**src/sv/cfd_pkg.sv**
```systemverilog
// Package for the command frame deframer: word sizes, frame layout constants,
// status codes and the result word type. No dependencies.
package cfd_pkg;

  localparam int unsigned BODY_LIMIT = 256;
  localparam int unsigned HDR_LEN    = 12;
  localparam int unsigned OVF_INDEX  = 13 + BODY_LIMIT;
  localparam int unsigned IDX_W      = $clog2(OVF_INDEX + 1);
  localparam int unsigned OFF_W      = 9;

  localparam logic [7:0]  SYNC_RESET = 8'd126;

  typedef enum logic [2:0] {
    ST_BUSY  = 3'd0,
    ST_VALID = 3'd1,
    ST_SYNC  = 3'd2,
    ST_CSUM  = 3'd3,
    ST_OVER  = 3'd4
  } status_e;

  typedef struct packed {
    status_e          status;
    logic [7:0]       sensor_type;
    logic [31:0]      return_ip;
    logic [15:0]      return_port;
    logic [15:0]      frame_length;
    logic             body_strobe;
    logic [7:0]       body_byte;
    logic [OFF_W-1:0] body_offset;
  } res_t;

endpackage

```
**src/sv/cfd_in_if.sv**
```systemverilog
// Input byte channel of the command frame deframer: valid/ready plus one byte
// word. Depends on nothing.
interface cfd_in_if;
  logic       valid;
  logic       ready;
  logic [7:0] data_byte;
  logic       first_of_datagram;

  modport source (output valid, output data_byte, output first_of_datagram, input ready);
  modport sink   (input valid, input data_byte, input first_of_datagram, output ready);
endinterface

```
**src/sv/cfd_out_if.sv**
```systemverilog
// Result channel of the command frame deframer: valid/ready plus the result
// word fields. Depends on nothing.
interface cfd_out_if;
  logic        valid;
  logic        ready;
  logic [2:0]  status;
  logic [7:0]  sensor_type;
  logic [31:0] return_ip;
  logic [15:0] return_port;
  logic [15:0] frame_length;
  logic        body_strobe;
  logic [7:0]  body_byte;
  logic [8:0]  body_offset;

  modport source (output valid, output status, output sensor_type, output return_ip,
                  output return_port, output frame_length, output body_strobe,
                  output body_byte, output body_offset, input ready);
  modport sink   (input valid, input status, input sensor_type, input return_ip,
                  input return_port, input frame_length, input body_strobe,
                  input body_byte, input body_offset, output ready);
endinterface

```
**src/sv/command_frame_deframer_core.sv**
```systemverilog
// Command frame deframer top level: parser state, result register and skid word.
// Depends on cfd_pkg, cfd_in_if and cfd_out_if.
//
// One result word per input word. Each byte is parsed combinationally by
// compare, byte insert and 8-bit add against the parser registers, and the
// result is registered in the output register, or in the skid register while
// a result waits; a new byte may be taken every cycle. A one-word skid register
// behind the output lets the input take one more byte; ready drops only
// when both are full. Sync errors, checksum errors and overflow (byte index
// 13 + BODY_LIMIT) clear the parser, as does first_of_datagram before its byte.
// sync_char resets to '~' and should be written only while the block is idle.
module command_frame_deframer_core (
  input  logic       clk_i,
  input  logic       rst_ni,
  cfd_in_if.sink     in_i,
  cfd_out_if.source  out_o,
  input  logic       sync_char_we_i,
  input  logic [7:0] sync_char_i
);
  import cfd_pkg::*;

  logic [7:0]       sync_q;
  logic [IDX_W-1:0] idx_q, idx_d;
  logic [7:0]       sum_q, sum_d;
  logic [7:0]       sensor_q, sensor_d;
  logic [31:0]      ip_q, ip_d;
  logic [15:0]      port_q, port_d;
  logic [15:0]      len_q, len_d;

  logic             out_valid_q, skid_valid_q;
  res_t             out_q, skid_q, res;

  logic             acc, pop;
  logic [IDX_W-1:0] idx_cur, off_full;
  logic [7:0]       sum_cur, b;
  logic [16:0]      idx_next_ext;
  logic             adv, clr;

  assign acc = in_i.valid && in_i.ready;
  assign pop = out_valid_q && out_o.ready;
  assign in_i.ready = !skid_valid_q;

  assign b            = in_i.data_byte;
  assign idx_cur      = in_i.first_of_datagram ? '0 : idx_q;
  assign sum_cur      = in_i.first_of_datagram ? '0 : sum_q;
  assign idx_next_ext = 17'(idx_cur) + 17'd1;
  assign off_full     = idx_cur - IDX_W'(HDR_LEN);

  always_comb begin
    res      = '0;
    res.status = ST_BUSY;
    adv      = 1'b1;
    clr      = 1'b0;
    sensor_d = sensor_q;
    ip_d     = ip_q;
    port_d   = port_q;
    len_d    = len_q;
    if (idx_cur <= IDX_W'(2)) begin
      if (b != sync_q) begin
        res.status = ST_SYNC;
        clr = 1'b1;
      end
    end else if (idx_cur <= IDX_W'(11)) begin
      case (idx_cur[3:0])
        4'd3:    sensor_d      = b;
        4'd4:    ip_d[31:24]   = b;
        4'd5:    ip_d[23:16]   = b;
        4'd6:    ip_d[15:8]    = b;
        4'd7:    ip_d[7:0]     = b;
        4'd8:    port_d[15:8]  = b;
        4'd9:    port_d[7:0]   = b;
        4'd10:   len_d[15:8]   = b;
        default: len_d[7:0]    = b;
      endcase
    end else if (idx_cur == IDX_W'(OVF_INDEX)) begin
      res.status = ST_OVER;
      clr = 1'b1;
    end else if (idx_next_ext == {1'b0, len_q}) begin
      clr = 1'b1;
      if (sum_cur == b) begin
        res.status       = ST_VALID;
        res.sensor_type  = sensor_q;
        res.return_ip    = ip_q;
        res.return_port  = port_q;
        res.frame_length = len_q;
      end else begin
        res.status = ST_CSUM;
      end
    end else begin
      res.body_strobe = 1'b1;
      res.body_byte   = b;
      res.body_offset = OFF_W'(off_full);
    end
    if (clr) adv = 1'b0;
    idx_d = adv ? idx_next_ext[IDX_W-1:0] : '0;
    sum_d = adv ? sum_cur + b : 8'd0;
  end

  always_ff @(posedge clk_i or negedge rst_ni) begin
    if (!rst_ni) begin
      sync_q <= SYNC_RESET;
    end else if (sync_char_we_i) begin
      sync_q <= sync_char_i;
    end
  end

  always_ff @(posedge clk_i or negedge rst_ni) begin
    if (!rst_ni) begin
      idx_q <= '0;
      sum_q <= '0;
    end else if (acc) begin
      idx_q <= idx_d;
      sum_q <= sum_d;
    end
  end

  always_ff @(posedge clk_i) begin
    if (acc) begin
      sensor_q <= sensor_d;
      ip_q     <= ip_d;
      port_q   <= port_d;
      len_q    <= len_d;
    end
  end

  always_ff @(posedge clk_i or negedge rst_ni) begin
    if (!rst_ni) begin
      out_valid_q  <= 1'b0;
      skid_valid_q <= 1'b0;
    end else begin
      if (!out_valid_q || pop) begin
        out_valid_q <= skid_valid_q || acc;
      end
      if (skid_valid_q && pop) begin
        skid_valid_q <= 1'b0;
      end else if (acc && out_valid_q && !pop) begin
        skid_valid_q <= 1'b1;
      end
    end
  end

  always_ff @(posedge clk_i) begin
    if (!out_valid_q || pop) begin
      out_q <= skid_valid_q ? skid_q : res;
    end
    if (acc && out_valid_q && !pop) begin
      skid_q <= res;
    end
  end

  assign out_o.valid        = out_valid_q;
  assign out_o.status       = out_q.status;
  assign out_o.sensor_type  = out_q.sensor_type;
  assign out_o.return_ip    = out_q.return_ip;
  assign out_o.return_port  = out_q.return_port;
  assign out_o.frame_length = out_q.frame_length;
  assign out_o.body_strobe  = out_q.body_strobe;
  assign out_o.body_byte    = out_q.body_byte;
  assign out_o.body_offset  = out_q.body_offset;

  a_skid_behind_out: assert property (@(posedge clk_i) disable iff (!rst_ni)
    skid_valid_q |-> out_valid_q)
    else $error("skid word held with empty output register");

  a_idx_bound: assert property (@(posedge clk_i) disable iff (!rst_ni)
    idx_q <= IDX_W'(OVF_INDEX))
    else $error("byte index beyond overflow point");

  a_hdr_only_valid: assert property (@(posedge clk_i) disable iff (!rst_ni)
    (out_valid_q && out_q.status != ST_VALID) |->
    (out_q.sensor_type == 8'd0 && out_q.return_ip == 32'd0 &&
     out_q.return_port == 16'd0 && out_q.frame_length == 16'd0))
    else $error("header fields reported without a valid frame");

  a_body_busy: assert property (@(posedge clk_i) disable iff (!rst_ni)
    (out_valid_q && out_q.body_strobe) |-> out_q.status == ST_BUSY)
    else $error("body word with terminal status");

  a_clear_after_end: assert property (@(posedge clk_i) disable iff (!rst_ni)
    (acc && res.status != ST_BUSY) |=> (idx_q == '0 && sum_q == 8'd0))
    else $error("parser not cleared after frame end");

endmodule
```
**src/flat_wrapper.sv**
```systemverilog
// flat-port wrapper written by rule: the top's interface ports become plain ports
module command_frame_deframer_core_flat import cfd_pkg::*;
  (clk_i, rst_ni, sync_char_we_i, sync_char_i, in_i_valid, in_i_data_byte, in_i_first_of_datagram, in_i_ready, out_o_valid, out_o_status, out_o_sensor_type, out_o_return_ip, out_o_return_port, out_o_frame_length, out_o_body_strobe, out_o_body_byte, out_o_body_offset, out_o_ready);
  cfd_in_if in_i_i ();
  cfd_out_if out_o_i ();
  input  logic clk_i;
  input  logic rst_ni;
  input  logic sync_char_we_i;
  input  logic [7:0] sync_char_i;
  input wire logic [$bits(in_i_i.valid)-1:0] in_i_valid;
  input wire logic [$bits(in_i_i.data_byte)-1:0] in_i_data_byte;
  input wire logic [$bits(in_i_i.first_of_datagram)-1:0] in_i_first_of_datagram;
  output wire logic [$bits(in_i_i.ready)-1:0] in_i_ready;
  output wire logic [$bits(out_o_i.valid)-1:0] out_o_valid;
  output wire logic [$bits(out_o_i.status)-1:0] out_o_status;
  output wire logic [$bits(out_o_i.sensor_type)-1:0] out_o_sensor_type;
  output wire logic [$bits(out_o_i.return_ip)-1:0] out_o_return_ip;
  output wire logic [$bits(out_o_i.return_port)-1:0] out_o_return_port;
  output wire logic [$bits(out_o_i.frame_length)-1:0] out_o_frame_length;
  output wire logic [$bits(out_o_i.body_strobe)-1:0] out_o_body_strobe;
  output wire logic [$bits(out_o_i.body_byte)-1:0] out_o_body_byte;
  output wire logic [$bits(out_o_i.body_offset)-1:0] out_o_body_offset;
  input wire logic [$bits(out_o_i.ready)-1:0] out_o_ready;
  assign in_i_i.valid = in_i_valid;
  assign in_i_i.data_byte = in_i_data_byte;
  assign in_i_i.first_of_datagram = in_i_first_of_datagram;
  assign in_i_ready = in_i_i.ready;
  assign out_o_valid = out_o_i.valid;
  assign out_o_status = out_o_i.status;
  assign out_o_sensor_type = out_o_i.sensor_type;
  assign out_o_return_ip = out_o_i.return_ip;
  assign out_o_return_port = out_o_i.return_port;
  assign out_o_frame_length = out_o_i.frame_length;
  assign out_o_body_strobe = out_o_i.body_strobe;
  assign out_o_body_byte = out_o_i.body_byte;
  assign out_o_body_offset = out_o_i.body_offset;
  assign out_o_i.ready = out_o_ready;
  command_frame_deframer_core u_core (.clk_i(clk_i), .rst_ni(rst_ni), .in_i(in_i_i), .out_o(out_o_i), .sync_char_we_i(sync_char_we_i), .sync_char_i(sync_char_i));
endmodule
```
**config.mk**
```make
export PLATFORM = sky130hd
export DESIGN_NAME = command_frame_deframer_core_flat
export DESIGN_NICKNAME = d
export VERILOG_FILES = /design/src/sv/cfd_pkg.sv /design/src/sv/cfd_in_if.sv /design/src/sv/cfd_out_if.sv /design/src/sv/command_frame_deframer_core.sv /design/src/flat_wrapper.sv
export SDC_FILE = /design/constraint.sdc
export NUM_CORES = 1
export LEC_CHECK = 0
export BUFFER_PORTS_ARGS = -buffer_cell sky130_fd_sc_hd__buf_4
export CORE_MARGIN = 1.5
export CORE_UTILIZATION = 40
export CTS_BUF_LIST = sky130_fd_sc_hd__clkbuf_8
export DETAILED_ROUTE_END_ITERATION = 6
export PLACE_DENSITY_LB_ADDON = 0.1
export SLEW_MARGIN = 40
export SYNTH_ARGS = -nofsm -noshare
export SYNTH_HDL_FRONTEND = slang
export SYNTH_SLANG_ARGS = --single-unit
```
**constraint.sdc**
```tcl
create_clock -name clk_i -period 8.6 [get_ports clk_i]
set_input_delay 1.72 -clock clk_i [delete_from_list [all_inputs] [get_ports clk_i]]
set_output_delay 1.72 -clock clk_i [all_outputs]
set_load 0.02 [all_outputs]
```
==> results of run 1 <==
-- worst max-delay path: cells and delay by family --
| family | cells | cell delay (ns) |
|---|---|---|
| AND/OR/NAND/NOR | 4 | 1.20 |
| buffers and inverters | 4 | 0.99 |
| multiplexers | 2 | 0.66 |
| adder cells (fa/ha/maj) | 1 | 0.39 |
| AO/OA/AOI/OAI | 1 | 0.26 |
-- synthesized netlist by cell type, types with 2 or more instances --
cell type    n
dfrtp_1     21
clkbuf_1    55
o21a_1       2
nor2b_1     17
nor3_1      73
nor2_1      23
inv_1       86
xnor2_1      8
and2_1       7
mux2i_1      2
dfstp_2      6
nand2_1     98
buf_2       13
nand4_1     73
o211ai_1     2
nor4_1       8
and3_1      11
nand2b_1     5
o21ai_1     21
a21oi_1     10
buf_4        3
nor4_2       2
nor3_2      19
o41ai_2      2
o21ai_0     49
o41ai_1     18
a211oi_1     3
nand4b_1     2
a32o_1      15
ha_1        13
nand3_1      6
mux2_2      10
buf_6        5
xor2_1      17
edfxtp_1   258
-- registers in the layout, indices dropped and copies added, names as in the netlist, 9 cells and up --
name,count
u_core.out_o.body_offset,9
u_core.len_q,16
u_core.idx_q,9
u_core.ip_q,32
u_core.out_o.frame_length,16
u_core.out_o.return_port,16
u_core.skid_q,93
u_core.out_o.return_ip,32
u_core.port_q,16
-- placed cells by master, fill, tap and decap left out, drive strengths merged, types with 2 or more instances in the layout --
cell,instances
and3,12
inv,107
xnor2,8
a211oi,3
dfrtp,21
nand2b,6
a32o,15
mux2,10
o21a,2
o41ai,20
o31ai,2
nand4b,3
buf,129
nor3,92
o211ai,2
nor2,23
nand4,73
ha,13
nand3,6
o21ai,70
and2,7
clkinvlp,2
nor4,11
clkbuf,51
xor2,17
edfxtp,258
nor2b,18
nand2,98
dfstp,6
conb,6
mux2i,2
a21oi,10
clkinv,16
-- routing by layer --
metal	vias to the layer above	wire, um	global-route usage [%]
li1	3860	-	-
met1	3928	13470	24.99
met2	193	14790	31.56
met3	46	1407	3.638
met4	0	578	5.042
met5	-	0	0
-- stage by stage --
step / instances / util (%)
floorplan: 994 / -
global placement: 1442 / 44.58
detailed placement: 1442 / 44.62
CTS: 1531 / 47.41
global route: 1531 / 47.41
finish: 1531 / 47.41
-- cells by family after synthesis --
logic type               count (synthesis)  synth area share (%)
adder cells (fa/ha/maj)                 14                 1.458
multiplexers                            12                 1.058
AND/OR/NAND/NOR                        356                 15.80
XOR/XNOR                                26                 1.927
other                                    1               0.02992
flip-flops                             285                 67.27
buffers and inverters                  164                 5.431
AO/OA/AOI/OAI                          131                 7.028
-- power by group through the flow --
stage | registers (mW) | logic, mW | clock network (mW)
2_1_floorplan | 1.70 | 0.0914 | 0
3_3_place_gp | 1.65 | 0.262 | 0
3_5_place_dp | 1.65 | 0.266 | 0
4_1_cts | 1.63 | 0.266 | 1.11
5_1_grt | 1.63 | 0.280 | 1.17
6_report | 1.62 | 0.260 | 1.08
-- final cells by class --
cell class,instances,area share [%]
sequential,285,57.86
multi-input combinational,545,23.90
timing repair buffer,129,6.720
clock buffer,51,4.815
tap,396,3.399
inverter,87,2.240
clock inverter,38,1.064
-- how the worst max path moves through the flow --
stage                                 startpoint                                     end  slack (ns)
final                     in_i_first_of_datagram     u_core.out_o.return_ip[9]$_DFFE_PP_        3.71
after global routing      in_i_first_of_datagram  u_core.out_o.return_port[14]$_DFFE_PP_        3.45
after CTS                 in_i_first_of_datagram  u_core.out_o.return_port[13]$_DFFE_PP_        3.73
after detailed placement  in_i_first_of_datagram  u_core.out_o.return_port[13]$_DFFE_PP_        3.14
after global placement    in_i_first_of_datagram     u_core.out_o.body_byte[6]$_DFFE_PP_        3.32
after floorplan                      out_o_ready              u_core.skid_q[0]$_DFFE_PP_       0.003
==> results.cfg, run 1 <==
[setup_path]
cp-start-kind = input pin
r2r_end = u_core.out_o.return_ip[9]$_DFFE_PP_
required_ns = 8.99
slowest_delay_ns = 0.45
cp-end-kind = flop
reg2reg_depth = 10
cp_cell_sequence = buf_4, inv_1, nand2_1, inv_1, ha_1, nand3_1, mux2_2, mux2_2, nor4_2, nand3_2, buf_4, o21ai_0
timing.rr.start = u_core.idx_q[0]$_DFFE_PN0P_
cp_max_fo = 54
reg2reg_slack_ns = 4.70
worstSetupPathType = in -> reg
crit_arrival_ns = 5.28
critPathSlowestCell = buf_4

[route]
wl_per_cell_um = 19.76
routed_via_density = 5.243
ant_nets = 0
drtIter0Drc = 638
vias = 8027
drt_wl_total_mm = 30.25
drc = 4
dr.pass1.iters = 7

[yosys]
yosys-top-cells-area = edfxtp_1 62%, dfrtp_1 4.2%, nand4_1 3.6%, nand2_1 2.9%, nor3_1 2.9%
synth_top_area_share_pct = 61.81
yosys_most_used_dff = edfxtp_1
async_flop_share_pct = 9.474
synth-seq-cells = 285
synth-warning-count = 0
synth_cells = 989
syn-cell-area_um2 = 12530
syn_avg_cell_area_um2 = 12.67
yosysTopAreaCell = edfxtp_1
ys_seq_area_share_pct = 67.27
synth-edff-count = 258
synth.distinct_cells = 61

[floorplan]
die_h_um = 180.0
rows = 64
start_util_pct = 40.76
io_pins = 117
die_w_um = 180.0
core_um2 = 30750
dieArea_um2 = 32400

[placement]
routabilityCongestion = 0.8576
place_ws_ns = 3.143
placement.io_buffers = 116
place_hpwl_mm = 16.75
dpl_cell_area_um2 = 13720

[power_and_ir_drop]
intPower_mw = 2.225
p_comb_share_pct = 8.8
seqPwrFrac_pct = 54.9
leakage_nw = 5.426
clkPwrFrac_pct = 36.4
p_switching_uw = 735.5
peakVddDrop_uv = 103.0
total_power_mw = 2.960
powerDensity_nw_per_um2 = 203.1
p_sw_share_pct = 24.85

[sta]
max_freq_mhz = 204.5
setup_slack_ns = 3.710
hold_ws_ns = 0.4829
maxSlewViolCount = 0
slew_headroom_pct = 44.01
finalCritPeriodShare_pct = 56.86
fin_skew_ns = 0.03015
fin_setup_tns_ns = 0
finalHoldViolations = 0
rsz0062_at_grt = no
tightest_slew_ns = 0.8398
period_needed_ns = 4.890
finalSetupViolCount = 0

[run]
drv_cap = 0

[run_status]
status = finished, violations left
violations = design-rule violations

[cts]
clock_path_buffers = 3
cts_tree = built
clock_sinks = 285
htreeDepth = 2
ctsHoldBuffers = 0
post_cts_resized = 0
insertion_delay_ns = 0.56
cts_root_buffer = clkbuf_8
cts_setup_buffers = 0
cts_buffers = 48
clk_pin_slew_ns = 0.06

[grt]
grt_start_max_net_pins = 69
grt-ovfl-total = 0
grt_first_pass_wirelength_mm = 47.27
grt_pass1_vias = 8059
antenna_found_initial = 1
grt_usage_pct = 18.78

[cells_and_area]
drive_above_1_share_pct = 21.67
num-nets-final = 1132
n_fill_cell = 2886
postLayoutCellArea_um2 = 14580
final-seq-area_um2 = 8434
num_antenna_cells = 0
multi_input_area_um2 = 3485
area.growth.synth_to_final_pct = 16.31

[worst_hold_path]
hp-class = reg -> reg
hold_depth = 1
hp-start = u_core.sum_q[0]$_DFFE_PN0P_
min_to = u_core.sum_q[0]$_DFFE_PN0P_
No activity file was read; power rests on OpenSTA's default activity.
==> run 2: changes to the inputs <==
- clock period: 8.6 -> 4.53 ns (I/O delays scaled with it)
==> run 2 against run 1 <==
  * The flow still finishes with violations (design-rule violations)
  * Wire length is 1.4% higher
  * Global-route usage is 0.23 points higher
  * Non-clock buffer count is 8 higher
  * Critical path depth stayed put
  * Count of clock-buffer cells in the layout is 2 lower
  * Sequential power is 90% higher
  * Sequential cell count stayed put
  * Total power is 90% higher
  * Largest cell class unchanged
  * Highest routed layer unchanged
==> results.cfg, run 2 (synthesis results as in run 1) <==
[floorplan]
start_util_pct = 40.76
io_pins = 117
core_um2 = 30750
rows = 64
die_h_um = 180.0
die_w_um = 180.0
dieArea_um2 = 32400

[sta]
finalSetupViolCount = 0
period_needed_ns = 3.668
finalCritPeriodShare_pct = 80.97
fin_setup_tns_ns = 0
slew_headroom_pct = 52.32
finalHoldViolations = 0
fin_skew_ns = 0.03709
max_freq_mhz = 272.6
rsz0062_at_grt = no
maxSlewViolCount = 0
tightest_slew_ns = 0.7153

[grt]
grt_start_max_net_pins = 72
grt_pass1_vias = 7964
grt_first_pass_wirelength_mm = 47.79
grt_usage_pct = 19.00
antenna_found_initial = 0
grt-ovfl-total = 0

[cells_and_area]
n_fill_cell = 2904
num-nets-final = 1140
mostFrequentLayoutCell = edfxtp_1
final_cell_mix = 258 x edfxtp_1, 129 x buf_4, 104 x inv_1
num_antenna_cells = 0
area.growth.synth_to_final_pct = 17.44
drive_above_1_share_pct = 22.09
postLayoutCellArea_um2 = 14720
largest_register = u_core.skid_q
largest_reg_flops = 93
final_cells = 1537

[cts]
cts_buffers = 48
clock_path_buffers = 3
cts_setup_buffers = 0
insertion_delay_ns = 0.58
clk_pin_slew_ns = 0.06
htreeDepth = 2
cts_root_buffer = clkbuf_8
post_cts_resized = 0
ctsHoldBuffers = 0
clock_sinks = 285
cts_tree = built

[power_and_ir_drop]
leakage_nw = 5.489
peakVddDrop_uv = 178.1
powerDensity_nw_per_um2 = 382.1

[route]
drtIter0Drc = 679
ant_nets = 0
drt_wl_total_mm = 30.67
drc = 1
routed_via_density = 5.248
dr.pass1.iters = 7
wl_per_cell_um = 19.96
vias = 8066

[setup_path]
critPathSlowestCell = ha_1
slowest_delay_ns = 0.47
path_buf_inv = 4
required_ns = 4.90
cp_max_fo = 68
cp-end-kind = flop
cp_top_family = simple AND/OR/NAND/NOR gates
worstSetupPathType = in -> reg
cp_cell_sequence = buf_4, inv_1, nand2_1, inv_1, ha_1, nand3_1, mux2_2, mux2_2, nor4_2, nand3_2, buf_12, o21ai_0
crit_arrival_ns = 4.04
cp-start-kind = input pin

[placement]
dp_cells = 1449
dpl_cell_area_um2 = 13860
place_hpwl_mm = 17.46
placement.io_buffers = 116
routabilityCongestion = 0.8450

[worst_hold_path]
hp-class = in -> async

[run]
drv_cap = 0

[run_status]
violations = design-rule violations
status = finished, violations left
[run 2: layer usage]
| layer | GRT usage, % | vias up | wire, um | part of all wire [%] |
|---|---|---|---|---|
| li1 | - | 3890 | - | - |
| met1 | 25.96 | 3922 | 13630 | 44 |
| met2 | 31.14 | 202 | 14960 | 49 |
| met3 | 3.294 | 52 | 1448 | 4.7 |
| met4 | 5.815 | 0 | 635 | 2.1 |
| met5 | 0 | - | 0 | 0 |
[run 2: power by group]
group          total, mW  switching, mW  internal (mW)  leakage, nW
combinational      0.513          0.333          0.181         2.15
sequential          3.08         0.0637           3.02         2.84
clock               2.03           1.02           1.01        0.500
total               5.62           1.42           4.21         5.49
[run 2: path summary, 6_finish.rpt]
| kind | from | endpoint | slack, ns | cells after the start |
|---|---|---|---|---|
| worst min register to register | u_core.sum_q[6]$_DFFE_PN0P_ | u_core.sum_q[6]$_DFFE_PN0P_ | 0.48 | 1 |
| worst max register to register | u_core.idx_q[0]$_DFFE_PN0P_ | u_core.out_o.return_ip[5]$_DFFE_PP_ | 0.98 | 10 |
| min in group clk_i | u_core.sum_q[6]$_DFFE_PN0P_ | u_core.sum_q[6]$_DFFE_PN0P_ | 0.48 | 1 |
| max in group asynchronous | rst_ni | u_core.sync_q[3]$_DFFE_PN1P_ | 3.92 | 1 |
| worst max-delay path | in_i_first_of_datagram | u_core.out_o.return_ip[5]$_DFFE_PP_ | 0.86 | 12 |
| worst min-delay path | rst_ni | u_core.sum_q[4]$_DFFE_PN0P_ | 0.27 | 1 |
[run 2: worst reg2reg max path: stages, from the launching register on]
cell and delay, ns:
dfrtp_1 0.54, nand2_1 0.23, inv_1 0.13, ha_1 0.47
nand3_1 0.15, mux2_2 0.28, mux2_2 0.36, nor4_2 0.45
nand3_2 0.16, buf_12 0.22, o21ai_0 0.37
[run 2: cell type report]
class                      count  area (um^2)  share of cell area (%)
clock buffer                  49        674.4                   4.582
multi-input combinational    545         3496                   23.75
timing repair buffer         137         1129                   7.667
tap                          396        495.5                   3.366
inverter                      87        326.6                   2.219
sequential                   285         8434                   57.30
clock inverter                38        163.9                   1.114
[run 2: through the flow]
step / setup slack [ns] / util [%] / hold WS [ns] / power [mW]
after detailed placement: 0.3306 / 45.07 / 0.4735 / 3.654
after global routing: 0.6999 / 47.87 / 0.2700 / 5.865
after floorplan: 1.014 / - / 0.4554 / 3.391
after CTS: 0.9209 / 47.79 / 0.2611 / 5.694
final: 0.8619 / 47.87 / 0.2682 / 5.625
after global placement: 0.4405 / 44.91 / 0.4663 / 3.643
==> run 3: changes to the inputs <==
- clock period: 4.53 -> 3.2 ns (I/O delays scaled with it)
==> run 3 against run 2 <==
  * Core utilization increased by 2.1 points
  * Sequential share of layout area decreased by 2.4 points
  * Hold slack improved by 0.0062 ns
  * Setup slack got worse by 0.61 ns
  * Non-clock buffer count increased by 43
  * First-iteration DRC count increased by 5.2%
  * Wire length decreased by 0.26%
  * Largest power group unchanged
  * Via count increased by 2.7%
  * The run still ends with design-rule violations left
==> results.cfg, run 3 (synthesis results as in run 1) <==
[setup_path]
crit_arrival_ns = 3.29
required_ns = 3.54
cp_max_fo = 11
reg2reg_depth = 12
worstSetupPathType = reg -> reg
cp-start-kind = flop
critPathSlowestCell = dfrtp_1
slowest_delay_ns = 0.53
cpMostUsedCell = buf_4
cp-end-kind = flop
cp_cell_sequence = nand2b_4, inv_1, ha_1, buf_4, xor2_1, a211oi_1, nor3b_1, nor4_2, and3_1, buf_12, buf_4, o41ai_1

[floorplan]
die_w_um = 180.0
dieArea_um2 = 32400
die_h_um = 180.0
rows = 64
io_pins = 117
core_um2 = 30750
start_util_pct = 40.76

[placement]
dp_cells = 1492
place_ws_ns = -0.06177
routabilityCongestion = 0.8723
place_hpwl_mm = 18.55
placement.io_buffers = 116

[route]
drtIter0Drc = 714
routed_via_density = 5.226
dr.pass1.iters = 7
ant_nets = 0
drt_wl_total_mm = 30.59
vias = 8283
wl_per_cell_um = 19.30
drc = 9

[cells_and_area]
final_cell_mix = 258 x edfxtp_1, 154 x buf_4, 106 x inv_1
largest_reg_flops = 93
area.growth.synth_to_final_pct = 22.55
num_antenna_cells = 0
largest_register = u_core.skid_q
drive_above_1_share_pct = 24.98
num-nets-final = 1185
final_cells = 1585
n_fill_cell = 2785
mostFrequentLayoutCell = edfxtp_1

[grt]
grt-ovfl-total = 0
grt_start_max_net_pins = 95
grt_usage_pct = 19.05
grt_pass1_vias = 8217
antenna_found_initial = 0
grt_first_pass_wirelength_mm = 48.39

[sta]
finalSetupViolCount = 0
period_needed_ns = 2.945
finalHoldViolations = 0
rsz0062_at_grt = no
fin_skew_ns = 0.02550
maxSlewViolCount = 0
slew_headroom_pct = 47.84
finalCritPeriodShare_pct = 92.02
setup_slack_ns = 0.2552
tightest_slew_ns = 0.7824
max_freq_mhz = 339.6
hold_ws_ns = 0.2744

[worst_hold_path]
hold_depth = 2
hp-class = in -> reg

[power_and_ir_drop]
total_power_mw = 8.221
powerDensity_nw_per_um2 = 535.2
leakage_nw = 5.816
peakVddDrop_uv = 393.0

[cts]
htreeDepth = 2
clk_pin_slew_ns = 0.06
cts_tree = built
clock_sinks = 285
clock_path_buffers = 3
cts_buffers = 50
insertion_delay_ns = 0.57
cts_root_buffer = clkbuf_8

[run_status]
violations = design-rule violations
status = finished, violations left

[run]
drv_cap = 0
==> run 3: worst paths after layout <==
kind | startpoint | to | slack (ns)
max in group asynchronous | rst_ni | u_core.skid_valid_q$_DFFE_PN0P_ | 2.30
min in group asynchronous | rst_ni | u_core.sum_q[4]$_DFFE_PN0P_ | 0.56
hold / removal | out_o_ready | u_core.skid_valid_q$_DFFE_PN0P_ | 0.27
setup reg to reg | u_core.idx_q[1]$_DFFE_PN0P_ | u_core.out_o.body_offset[7]$_DFFE_PP_ | 0.26
setup / recovery | u_core.idx_q[1]$_DFFE_PN0P_ | u_core.out_o.body_offset[7]$_DFFE_PP_ | 0.26
hold reg to reg | u_core.sum_q[3]$_DFFE_PN0P_ | u_core.sum_q[3]$_DFFE_PN0P_ | 0.48
==> run 3: area by class of cell <==
type / instances / area [um^2] / share of cell area [%]
sequential: 285 / 8434 / 54.91
tap: 396 / 495.5 / 3.226
multi-input combinational: 545 / 3495 / 22.75
clock inverter: 39 / 212.7 / 1.385
timing repair buffer: 180 / 1667 / 10.85
clock buffer: 53 / 729.5 / 4.749
inverter: 87 / 326.6 / 2.126
==> run 3: critical path: cells and delay by family (launching register included) <==
family | cells | cell delay (ns)
AOI/OAI and AO/OA | 2 | 0.42
xor gates and xnor gates | 1 | 0.24
adders and majority gates | 1 | 0.21
buffers and inverters | 4 | 0.55
DFF | 1 | 0.53
and+or+nand+nor | 4 | 0.78
==> run 3: layer usage <==
| layer | share of wire (%) | wire length (um) | up-vias | GRT usage (%) |
|---|---|---|---|---|
| met5 | 0 | 0 | - | 0 |
| met4 | 2.1 | 642 | 0 | 5.176 |
| met3 | 5.9 | 1800 | 49 | 3.719 |
| met2 | 47 | 14520 | 234 | 31.11 |
| met1 | 45 | 13630 | 4025 | 26.09 |
| li1 | - | - | 3975 | - |
==> run 3: stage by stage <==
stage | utilization (%) | instance area, um^2 | TNS [ns]
3_5_place_dp | 46.85 | 14410 | -0.3442
2_1_floorplan | - | 12590 | -4.680
3_3_place_gp | 46.85 | 14410 | 0
6_report | 49.95 | 15360 | 0
4_1_cts | 49.95 | 15360 | 0
5_1_grt | 49.95 | 15360 | 0
==> run 3: power by group <==
group / internal, mW / leakage [nW] / switching (mW) / total, mW
Clock: 1.69 / 0.550 / 1.45 / 3.14
Combinational: 0.256 / 2.43 / 0.473 / 0.728
Sequential: 4.27 / 2.84 / 0.0842 / 4.36
Total: 6.22 / 5.82 / 2.01 / 8.22
==> run 3: what timing repair did <==
action	CTS	global route
setup buffers	0	0
hold endpoints to repair	11	0
hold buffers	1	0
gates resized for setup	0	0
